File: src/hw/rtl/mpb_pkg.sv
// Shared types and constants for the MCU pixel blitter.
// No dependencies; every other file of the block imports this package.
package mpb_pkg;

  // Image dimension limits and screen geometry.
  localparam int unsigned DIM_W         = 13;
  localparam int unsigned MAX_IMAGE_DIM = 4096;
  localparam int unsigned SCREEN_LINES  = 512;
  localparam int unsigned COLS_NARROW   = 512;
  localparam int unsigned COLS_WIDE     = 768;
  localparam int unsigned PITCH_SH_NAR  = 9;   // pitch 512
  localparam int unsigned PITCH_SH_WIDE = 10;  // pitch 1024

  // Field widths.
  localparam int unsigned CHAN_W   = 8;
  localparam int unsigned ADDR_W   = 19;
  localparam int unsigned WORD_W   = 16;
  localparam int unsigned BRIGHT_W = 7;
  localparam int unsigned CFG_IDX_W  = 3;
  localparam int unsigned CFG_DATA_W = 13;

  // Counter widths.
  localparam int unsigned MCU_COL_W = 9;
  localparam int unsigned MCU_ROW_W = 10;
  localparam int unsigned BLK_W     = 2;
  localparam int unsigned PIX_W     = 6;
  localparam int unsigned POS_W     = 14;  // image row/column inside the MCU grid

  // floor(v * b / 800) == (v * b * BRIGHT_MULT) >> BRIGHT_SHIFT for all v*b < 2^15.
  // The scale (v*32*b/100)>>8 collapses to floor(v*b/800).
  localparam int unsigned BRIGHT_MULT  = 41944;
  localparam int unsigned BRIGHT_SHIFT = 25;
  localparam int unsigned BMUL_W       = 23;
  localparam int unsigned PROD_W       = CHAN_W + BMUL_W;
  localparam int unsigned BRIGHT_RESET = 100;

  // Stream payload widths.
  localparam int unsigned S_TDATA_W = 24;
  localparam int unsigned M_TDATA_W = 40;

  typedef enum logic [CFG_IDX_W-1:0] {
    CFG_IMAGE_WIDTH  = 3'd0,
    CFG_IMAGE_HEIGHT = 3'd1,
    CFG_MCU_WIDE     = 3'd2,
    CFG_MCU_TALL     = 3'd3,
    CFG_BRIGHTNESS   = 3'd4,
    CFG_HALVE        = 3'd5,
    CFG_WIDE_SCREEN  = 3'd6
  } cfg_idx_e;

  typedef struct packed {
    logic [DIM_W-1:0]  image_width;
    logic [DIM_W-1:0]  image_height;
    logic              mcu_wide;
    logic              mcu_tall;
    logic              halve;         // keep only even rows and columns
    logic              wide_screen;
    logic [BMUL_W-1:0] bright_mult;   // brightness * BRIGHT_MULT
  } cfg_t;

  typedef struct packed {
    logic              write_enable;
    logic [ADDR_W-1:0] write_address;
    logic              last_pixel;
  } pos_res_t;

endpackage

File: src/hw/rtl/mpb_cfg_regs.sv
// Configuration register file of the MCU pixel blitter.
// Depends on mpb_pkg; the brightness factor is pre-multiplied on write.
module mpb_cfg_regs
  import mpb_pkg::*;
(
  input  logic                  clk_i,
  input  logic                  rst_ni,
  input  logic                  cfg_valid_i,
  input  logic [CFG_IDX_W-1:0]  cfg_index_i,
  input  logic [CFG_DATA_W-1:0] cfg_data_i,
  output cfg_t                  cfg_o
);

  cfg_t cfg_q, cfg_d;

  always_comb begin
    cfg_d = cfg_q;
    if (cfg_valid_i) begin
      case (cfg_idx_e'(cfg_index_i))
        CFG_IMAGE_WIDTH:  cfg_d.image_width  = cfg_data_i[DIM_W-1:0];
        CFG_IMAGE_HEIGHT: cfg_d.image_height = cfg_data_i[DIM_W-1:0];
        CFG_MCU_WIDE:     cfg_d.mcu_wide     = cfg_data_i[0];
        CFG_MCU_TALL:     cfg_d.mcu_tall     = cfg_data_i[0];
        CFG_BRIGHTNESS:   cfg_d.bright_mult  = BMUL_W'(cfg_data_i[BRIGHT_W-1:0] *
                                               BMUL_W'(BRIGHT_MULT));
        CFG_HALVE:        cfg_d.halve        = cfg_data_i[0];
        CFG_WIDE_SCREEN:  cfg_d.wide_screen  = cfg_data_i[0];
        default: ;
      endcase
    end
  end

  always_ff @(posedge clk_i or negedge rst_ni) begin
    if (!rst_ni) begin
      cfg_q.image_width  <= DIM_W'(512);
      cfg_q.image_height <= DIM_W'(512);
      cfg_q.mcu_wide     <= 1'b0;
      cfg_q.mcu_tall     <= 1'b0;
      cfg_q.halve        <= 1'b0;
      cfg_q.wide_screen  <= 1'b0;
      cfg_q.bright_mult  <= BMUL_W'(BRIGHT_RESET * BRIGHT_MULT);
    end else begin
      cfg_q <= cfg_d;
    end
  end

  assign cfg_o = cfg_q;

endmodule

File: src/hw/rtl/mpb_addr_gen.sv
// MCU position counters and framebuffer address generation with clipping.
// Depends on mpb_pkg; counters advance per in-frame pixel leaving the input stage.
module mpb_addr_gen
  import mpb_pkg::*;
(
  input  logic     clk_i,
  input  logic     rst_ni,
  input  cfg_t     cfg_i,
  input  logic     step_i,         // current pixel moves to the result register
  input  logic     frame_start_i,
  output pos_res_t res_o
);

  logic [MCU_COL_W-1:0] col_q, col_d, cur_col;
  logic [MCU_ROW_W-1:0] row_q, row_d, cur_row;
  logic [BLK_W-1:0]     blk_q, blk_d, cur_blk;
  logic [PIX_W-1:0]     pix_q, pix_d, cur_pix;

  logic [DIM_W-1:0]     w_eff, h_eff, w_round, h_round, iw, ih;
  logic [MCU_ROW_W-1:0] per_row, per_col;
  logic [2:0]           nblocks;
  logic                 active, keep, on_screen, last_blk, last_col, last_row;
  logic [2:0]           xoff, yoff_sel;
  logic [3:0]           xoff4, yoff4;
  logic [POS_W-1:0]     img_col, img_row, col_h, row_h;
  logic [9:0]           cols;
  logic signed [15:0]   dx, dy, dx_adj, dy_adj, xo, yo, gx, gy;
  logic [ADDR_W-1:0]    gx_u, gy_u, addr;

  // Image size clamped to 1..MAX_IMAGE_DIM.
  always_comb begin
    w_eff = cfg_i.image_width;
    if (cfg_i.image_width == '0) w_eff = DIM_W'(1);
    else if (cfg_i.image_width > DIM_W'(MAX_IMAGE_DIM)) w_eff = DIM_W'(MAX_IMAGE_DIM);
    h_eff = cfg_i.image_height;
    if (cfg_i.image_height == '0) h_eff = DIM_W'(1);
    else if (cfg_i.image_height > DIM_W'(MAX_IMAGE_DIM)) h_eff = DIM_W'(MAX_IMAGE_DIM);
  end

  always_comb begin
    w_round = w_eff + (cfg_i.mcu_wide ? DIM_W'(15) : DIM_W'(7));
    h_round = h_eff + (cfg_i.mcu_tall ? DIM_W'(15) : DIM_W'(7));
    per_row = cfg_i.mcu_wide ? MCU_ROW_W'(w_round >> 4) : MCU_ROW_W'(w_round >> 3);
    per_col = cfg_i.mcu_tall ? MCU_ROW_W'(h_round >> 4) : MCU_ROW_W'(h_round >> 3);
    case ({cfg_i.mcu_wide, cfg_i.mcu_tall})
      2'b11:   nblocks = 3'd4;
      2'b10,
      2'b01:   nblocks = 3'd2;
      default: nblocks = 3'd1;
    endcase
  end

  // A frame start clears the position before this pixel is placed.
  assign cur_col = frame_start_i ? '0 : col_q;
  assign cur_row = frame_start_i ? '0 : row_q;
  assign cur_blk = frame_start_i ? '0 : blk_q;
  assign cur_pix = frame_start_i ? '0 : pix_q;

  assign active = cur_row < per_col;

  always_comb begin
    xoff4 = (cfg_i.mcu_wide && cur_blk[0]) ? 4'd8 : 4'd0;
    yoff_sel = {2'b00, cfg_i.mcu_wide ? cur_blk[1] : cur_blk[0]};
    yoff4 = (cfg_i.mcu_tall && yoff_sel[0]) ? 4'd8 : 4'd0;
    xoff = cur_pix[2:0];
    img_col = (cfg_i.mcu_wide ? (POS_W'(cur_col) << 4) : (POS_W'(cur_col) << 3))
              + POS_W'(xoff4) + POS_W'(xoff);
    img_row = (cfg_i.mcu_tall ? (POS_W'(cur_row) << 4) : (POS_W'(cur_row) << 3))
              + POS_W'(yoff4) + POS_W'(cur_pix[5:3]);
    keep = (img_col < POS_W'(w_eff)) && (img_row < POS_W'(h_eff))
           && !(cfg_i.halve && (cur_pix[0] || cur_pix[3]));
  end

  // Centering offsets, truncated toward zero like a signed divide by two.
  always_comb begin
    cols  = cfg_i.wide_screen ? 10'(COLS_WIDE) : 10'(COLS_NARROW);
    iw    = cfg_i.halve ? (w_eff >> 1) : w_eff;
    ih    = cfg_i.halve ? (h_eff >> 1) : h_eff;
    col_h = cfg_i.halve ? (img_col >> 1) : img_col;
    row_h = cfg_i.halve ? (img_row >> 1) : img_row;
    dx     = $signed(16'(cols)) - $signed(16'(iw));
    dy     = $signed(16'(SCREEN_LINES)) - $signed(16'(ih));
    dx_adj = dx + $signed({15'd0, dx[15]});
    dy_adj = dy + $signed({15'd0, dy[15]});
    xo     = dx_adj >>> 1;
    yo     = dy_adj >>> 1;
    gx     = xo + $signed({2'b00, col_h});
    gy     = yo + $signed({2'b00, row_h});
    on_screen = !gx[15] && (gx < $signed(16'(cols)))
                && !gy[15] && (gy < $signed(16'(SCREEN_LINES)));
    gx_u = ADDR_W'(unsigned'(gx));
    gy_u = ADDR_W'(unsigned'(gy));
    addr = (cfg_i.wide_screen ? (gy_u << PITCH_SH_WIDE) : (gy_u << PITCH_SH_NAR)) + gx_u;
  end

  always_comb begin
    last_blk = (3'(cur_blk) + 3'd1) >= nblocks;
    last_col = (MCU_ROW_W'(cur_col) + MCU_ROW_W'(1)) >= per_row;
    last_row = (11'(cur_row) + 11'd1) >= 11'(per_col);
  end

  always_comb begin
    res_o.write_enable  = active && keep && on_screen;
    res_o.write_address = (active && keep && on_screen) ? addr : '0;
    res_o.last_pixel    = active && (cur_pix == '1) && last_blk && last_col && last_row;
  end

  // Position update: pixel, then block, then MCU column and row.
  always_comb begin
    col_d = cur_col;
    row_d = cur_row;
    blk_d = cur_blk;
    pix_d = cur_pix;
    if (active) begin
      if (cur_pix != '1) begin
        pix_d = cur_pix + PIX_W'(1);
      end else begin
        pix_d = '0;
        if (!last_blk) begin
          blk_d = cur_blk + BLK_W'(1);
        end else begin
          blk_d = '0;
          if (last_col) begin
            col_d = '0;
            row_d = cur_row + MCU_ROW_W'(1);
          end else begin
            col_d = cur_col + MCU_COL_W'(1);
          end
        end
      end
    end
  end

  always_ff @(posedge clk_i or negedge rst_ni) begin
    if (!rst_ni) begin
      col_q <= '0;
      row_q <= '0;
      blk_q <= '0;
      pix_q <= '0;
    end else if (step_i) begin
      col_q <= col_d;
      row_q <= row_d;
      blk_q <= blk_d;
      pix_q <= pix_d;
    end
  end

endmodule

File: src/hw/rtl/mpb_color_scale.sv
// Brightness scaling of a pixel to 5 bits per channel, packed {G,R,B,opaque}.
// Depends on mpb_pkg; one multiplier per channel against the pre-scaled factor.
module mpb_color_scale
  import mpb_pkg::*;
(
  input  logic [CHAN_W-1:0] red_i,
  input  logic [CHAN_W-1:0] green_i,
  input  logic [CHAN_W-1:0] blue_i,
  input  logic [BMUL_W-1:0] bright_mult_i,
  output logic [WORD_W-1:0] pixel_word_o
);

  function automatic logic [4:0] scale5(input logic [CHAN_W-1:0] v,
                                        input logic [BMUL_W-1:0] m);
    logic [PROD_W-1:0] prod;
    logic [5:0]        q;
    prod = PROD_W'(v) * PROD_W'(m);
    q = prod[BRIGHT_SHIFT +: 6];
    scale5 = (q > 6'd31) ? 5'd31 : q[4:0];
  endfunction

  assign pixel_word_o = {scale5(green_i, bright_mult_i), scale5(red_i, bright_mult_i),
                         scale5(blue_i, bright_mult_i), 1'b1};

endmodule

File: src/hw/rtl/mcu_pixel_blit_rgb555.sv
// Top level of the MCU pixel blitter: input register, address and colour logic,
// result register. Depends on mpb_pkg, mpb_cfg_regs, mpb_addr_gen, mpb_color_scale.
//
//  channel   direction  transfer condition             payload
//  s_axis    in         s_axis_tvalid & s_axis_tready  tdata {blue,green,red}, tuser frame_start
//  m_axis    out        m_axis_tvalid & m_axis_tready  tdata {word,address}, tuser write_enable,
//                                                      tlast last_pixel
//  cfg       in         cfg_valid_i & cfg_ready_o      cfg_index_i, cfg_data_i
//
// One pixel per clock is sustained while m_axis_tready stays high; each pixel passes through
// the input register and then the result register. The position counters and the three
// brightness multipliers sit between these two registers.
// Reset clears the valid flags, the position counters and the configuration to its defaults.
// A stall on m_axis holds the result register; the input register still takes one more
// transfer, and s_axis_tready drops only when both registers are full.
module mcu_pixel_blit_rgb555
  import mpb_pkg::*;
(
  input  logic                  clk_i,
  input  logic                  rst_ni,
  // Pixel input.
  input  logic                  s_axis_tvalid,
  output logic                  s_axis_tready,
  input  logic [S_TDATA_W-1:0]  s_axis_tdata,   // [7:0] red, [15:8] green, [23:16] blue
  input  logic                  s_axis_tuser,   // [0] frame_start
  // Framebuffer writes.
  output logic                  m_axis_tvalid,
  input  logic                  m_axis_tready,
  output logic [M_TDATA_W-1:0]  m_axis_tdata,   // [18:0] write_address, [34:19] pixel_word,
                                                // [39:35] zero
  output logic                  m_axis_tuser,   // [0] write_enable
  output logic                  m_axis_tlast,   // last_pixel
  // Configuration writes.
  input  logic                  cfg_valid_i,
  output logic                  cfg_ready_o,
  input  logic [CFG_IDX_W-1:0]  cfg_index_i,
  input  logic [CFG_DATA_W-1:0] cfg_data_i
);

  cfg_t     cfg;
  pos_res_t pos_res;

  logic                 in_valid_q;
  logic                 in_fs_q;
  logic [CHAN_W-1:0]    in_red_q, in_green_q, in_blue_q;
  logic                 out_valid_q;
  logic                 out_we_q, out_last_q;
  logic [ADDR_W-1:0]    out_addr_q;
  logic [WORD_W-1:0]    out_word_q, word;
  logic                 out_free, step, s_xfer;

  // Configuration is always accepted; the host must write it only while the block is idle.
  assign cfg_ready_o = 1'b1;

  mpb_cfg_regs u_cfg_regs (
    .clk_i       (clk_i),
    .rst_ni      (rst_ni),
    .cfg_valid_i (cfg_valid_i),
    .cfg_index_i (cfg_index_i),
    .cfg_data_i  (cfg_data_i),
    .cfg_o       (cfg)
  );

  // The result register is free when empty or when its content leaves this cycle.
  assign out_free      = !out_valid_q || m_axis_tready;
  assign step          = in_valid_q && out_free;
  assign s_axis_tready = !in_valid_q || out_free;
  assign s_xfer        = s_axis_tvalid && s_axis_tready;

  always_ff @(posedge clk_i or negedge rst_ni) begin
    if (!rst_ni) begin
      in_valid_q <= 1'b0;
    end else if (s_axis_tready) begin
      in_valid_q <= s_axis_tvalid;
    end
  end

  always_ff @(posedge clk_i) begin
    if (s_xfer) begin
      in_fs_q    <= s_axis_tuser;
      in_red_q   <= s_axis_tdata[7:0];
      in_green_q <= s_axis_tdata[15:8];
      in_blue_q  <= s_axis_tdata[23:16];
    end
  end

  mpb_addr_gen u_addr_gen (
    .clk_i         (clk_i),
    .rst_ni        (rst_ni),
    .cfg_i         (cfg),
    .step_i        (step),
    .frame_start_i (in_fs_q),
    .res_o         (pos_res)
  );

  mpb_color_scale u_color_scale (
    .red_i         (in_red_q),
    .green_i       (in_green_q),
    .blue_i        (in_blue_q),
    .bright_mult_i (cfg.bright_mult),
    .pixel_word_o  (word)
  );

  always_ff @(posedge clk_i or negedge rst_ni) begin
    if (!rst_ni) begin
      out_valid_q <= 1'b0;
    end else if (out_free) begin
      out_valid_q <= in_valid_q;
    end
  end

  // Clipped pixels carry a zero address and a zero colour word.
  always_ff @(posedge clk_i) begin
    if (step) begin
      out_we_q   <= pos_res.write_enable;
      out_addr_q <= pos_res.write_address;
      out_word_q <= pos_res.write_enable ? word : '0;
      out_last_q <= pos_res.last_pixel;
    end
  end

  assign m_axis_tvalid = out_valid_q;
  assign m_axis_tdata  = {5'd0, out_word_q, out_addr_q};
  assign m_axis_tuser  = out_we_q;
  assign m_axis_tlast  = out_last_q;

endmodule

File: config.mk
export PLATFORM = sky130hd
export DESIGN_NAME = mcu_pixel_blit_rgb555
export DESIGN_NICKNAME = d
export VERILOG_FILES = /design/src/hw/rtl/mpb_pkg.sv /design/src/hw/rtl/mpb_cfg_regs.sv /design/src/hw/rtl/mpb_addr_gen.sv /design/src/hw/rtl/mpb_color_scale.sv /design/src/hw/rtl/mcu_pixel_blit_rgb555.sv
export SDC_FILE = /design/constraint.sdc
export NUM_CORES = 2
export LEC_CHECK = 0
export ABC_CLOCK_PERIOD_IN_PS = 9700
export BUFFER_PORTS_ARGS = -buffer_cell sky130_fd_sc_hd__buf_4
export CAP_MARGIN = 20
export CORE_MARGIN = 2
export CORE_UTILIZATION = 40
export CTS_CLUSTER_SIZE = 40
export DETAILED_ROUTE_END_ITERATION = 10
export GPL_TIMING_DRIVEN = 0
export PLACE_DENSITY = 0.61
export SETUP_SLACK_MARGIN = 0.05
export SYNTH_ARGS = -nofsm -noshare
export SYNTH_HDL_FRONTEND = slang
export SYNTH_SLANG_ARGS = --single-unit
File: constraint.sdc
create_clock -name clk_i -period 9.7 [get_ports clk_i]
set_clock_uncertainty 0.1 [all_clocks]
set_input_delay 0.485 -clock clk_i [delete_from_list [all_inputs] [get_ports clk_i]]
set_output_delay 0.485 -clock clk_i [all_outputs]
set_load 0.1 [all_outputs]
==> metrics.cfg <==
[worst_setup_path]
path_max_fanout = 10
crit_slowest_cell = or4b_2
cpPeakStageDelay_ns = 0.70
endpoint_kind = flop
crit_type = reg -> reg
arrival_ns = 9.16
cp.required_ns = 9.85
start_kind = flop

[logic_synthesis]
synth_top_area_frac = 0.2561
synthCells = 3088
ys_ff_latch = 140
ys.flop_type = dfrtp_1
yosys.area.top_type = fa_1
synth_edf_count = 61
syn_area_per_cell_um2 = 8.631
synth_area_leaders = fa_1 26%, ha_1 14%, dfrtp_1 6.9%, edfxtp_1 6.9%, nand2_1 6.3%
syn-cell-area_um2 = 26650
yosysSeqAreaShare = 0.1431
synthArstFlopShare = 0.5643
ys_top_cells_by_count = 444 x nand2_1, 415 x inv_1, 341 x fa_1
ys_warn_count = 0
yosysMostFrequentCell = nand2_1
synthDistinctLibCells = 90

[worst_hold_path]
worstHoldPathType = in -> reg

[power_and_ir_drop]
powerDensity_nw_per_um2 = 345.8
finalPower_w = 0.01004
ir_drop_mv = 0.1979
p_leak_nw = 14.19

[final_layout]
finalNonFillerCells = 4077
final_util = 0.4410
n_antenna_cell = 0
num-nets-final = 3881
syn_to_final_growth_pct = 8.985
fillers = 6650
drive_above_1_share = 0.06629

[sta]
fmax_mhz = 110.9
rsz0062_at_grt = no
tightest_slew_ns = 1.095
period_needed_ns = 9.015
maxSlewViolCount = 0
relSlewSlack = 0.2657
setup_viol = 0
finalCritPeriodShare = 0.9293
tns_ns = 0
finalHoldViolations = 0

[detailed_routing]
via_per_inst = 5.237
vias = 21350
wl_um = 71600
first_pass_iters = 6
drtAntennaViolNets = 0
drtIter0Drc = 1253
drc = 0
drt-wirelength-per-cell_um = 17.56

[floorplan]
fp.coreArea_um2 = 65860
fp.dieH_um = 262.1
die_w_um = 262.1
die_area_um2 = 68710
io_pins = 91
start_util = 0.4047
rows = 94

[grt]
grt_usage = 0.2194
grt.overflow.total = 0
grt_max_degree = 80
grt_first_pass_wirelength_um = 117800
grt_pass1_vias = 22310
antenna_found_initial = 0

[cts]
clkTransAtPathRegs_ns = 0.07
cts_buffers = 17
cts_tree = yes
clock_latency_ns = 0.50
cts_max_level = 4
cts_root_buf = clkbuf_16
cts.sinks = 140
clockBufferDepth = 2

[status]
status = finished clean

[placement]
dp_hpwl_um = 58180
portBuffers = 84
gp_congestion = 0.9017
placed_cells = 4043

[job]
cap_violations = 0

[through the flow]
| step | setup WS (ns) | hold slack [ns] | area (um^2) |
|---|---|---|---|
| global placement | 0.4651 | 0.3640 | 28380 |
| global route | 0.2139 | 0.03988 | 29050 |
| floorplan | 2.272 | 0.08941 | 26670 |
| detailed placement | 0.4522 | 0.3963 | 28430 |
| CTS | 0.4042 | 0.02533 | 29020 |
| finish | 0.6854 | 0.05617 | 29050 |
[area by class of cell]
cell class,instances,area [um^2],share of cell area
timing repair buffer,88,700.7,0.02412
tap,864,1081,0.03722
sequential,140,3815,0.1313
inverter,418,1569,0.05401
clock buffer,20,467.9,0.01611
buffer,161,651.9,0.02244
multi-input combinational,2374,20640,0.7106
clock inverter,12,121.4,0.004178
[critical path, delay by kind of cell, from the launching register on]
kind / cells / cell delay [ns]
AOI/OAI and AO/OA: 11 / 2.52
adders and majority gates: 5 / 1.40
DFF: 1 / 0.50
and+or+nand+nor: 8 / 1.73
buffers and inverters: 5 / 2.18
xor gates and xnor gates: 2 / 0.32
[layer usage]
metal | GRT usage | part of all wire
met1 | 0.2784 | 0.44
met2 | 0.3897 | 0.50
met3 | 0.02498 | 0.035
met4 | 0.06811 | 0.026
met5 | 0 | 0
[registers in the layout, indices dropped and copies added, names as in the netlist]
register          cells
u_addr_gen.row_q     10
out_word_q           15
in_green_q            8
u_addr_gen.col_q      9
u_addr_gen.pix_q      6
in_valid_q            1
in_blue_q             8
u_addr_gen.blk_q      2
in_red_q              8
out_addr_q           19
m_axis_tlast          1
m_axis_tvalid         1
m_axis_tuser          1
u_cfg_regs.cfg_o     50
in_fs_q               1
[power breakdown]
part / total (W) / switching (W) / internal, W
clock: 0.000704 / 0.000323 / 0.000381
combinational: 0.00850 / 0.00483 / 0.00367
sequential: 0.000841 / 0.000127 / 0.000713
[cells in the final DEF, fill, tap and decap left out, drive strengths merged, types with 10 or more instances in the layout]
cell,count
mux2,39
nor2b,38
clkbuf,158
and2,209
nand3,50
nor3,52
xnor2,66
xor2,51
mux2i,27
buf,110
inv,424
a211oi,23
nand2b,42
o21ai,125
a31oi,14
fa,341
nand2,444
a21o,45
nor3b,10
and3,15
a21oi,116
nor2,149
edfxtp,61
ha,294
or3,13
o21a,16
a22o,11
o31ai,10
dfrtp,74
[final timing paths]
path                                        endpoint  cells after the start  slack, ns            startpoint
worst min register to register         m_axis_tvalid                      1       0.40            in_valid_q
worst max register to register        out_addr_q[18]                     31       0.69  u_cfg_regs.cfg_o[24]
worst max-delay path                  out_addr_q[18]                     31       0.69  u_cfg_regs.cfg_o[24]
min in group asynchronous       u_cfg_regs.cfg_o[37]                      2       0.42                rst_ni
worst min-delay path                   in_green_q[2]                      1       0.06      s_axis_tdata[10]
max in group asynchronous        u_cfg_regs.cfg_o[5]                      3       8.37                rst_ni
[cells by family after synthesis]
logic type,after synthesis,share of synthesized area
simple gates,1078,0.1978
fa+ha+maj,637,0.3949
buf+inv,579,0.08318
compound gates,469,0.1156
flops,140,0.1431
xor+xnor,117,0.03845
mux,66,0.02662
other cells,2,0.0002818
[what timing repair did]
item                                    in CTS  in global routing
gates resized for setup                      0                  4
endpoints found under the setup margin       0                 34
hold endpoints to repair                     0                 39
buffers inserted                             0                  0
hold buffers                                 0                  1
Power figures use the tool's default switching activity.
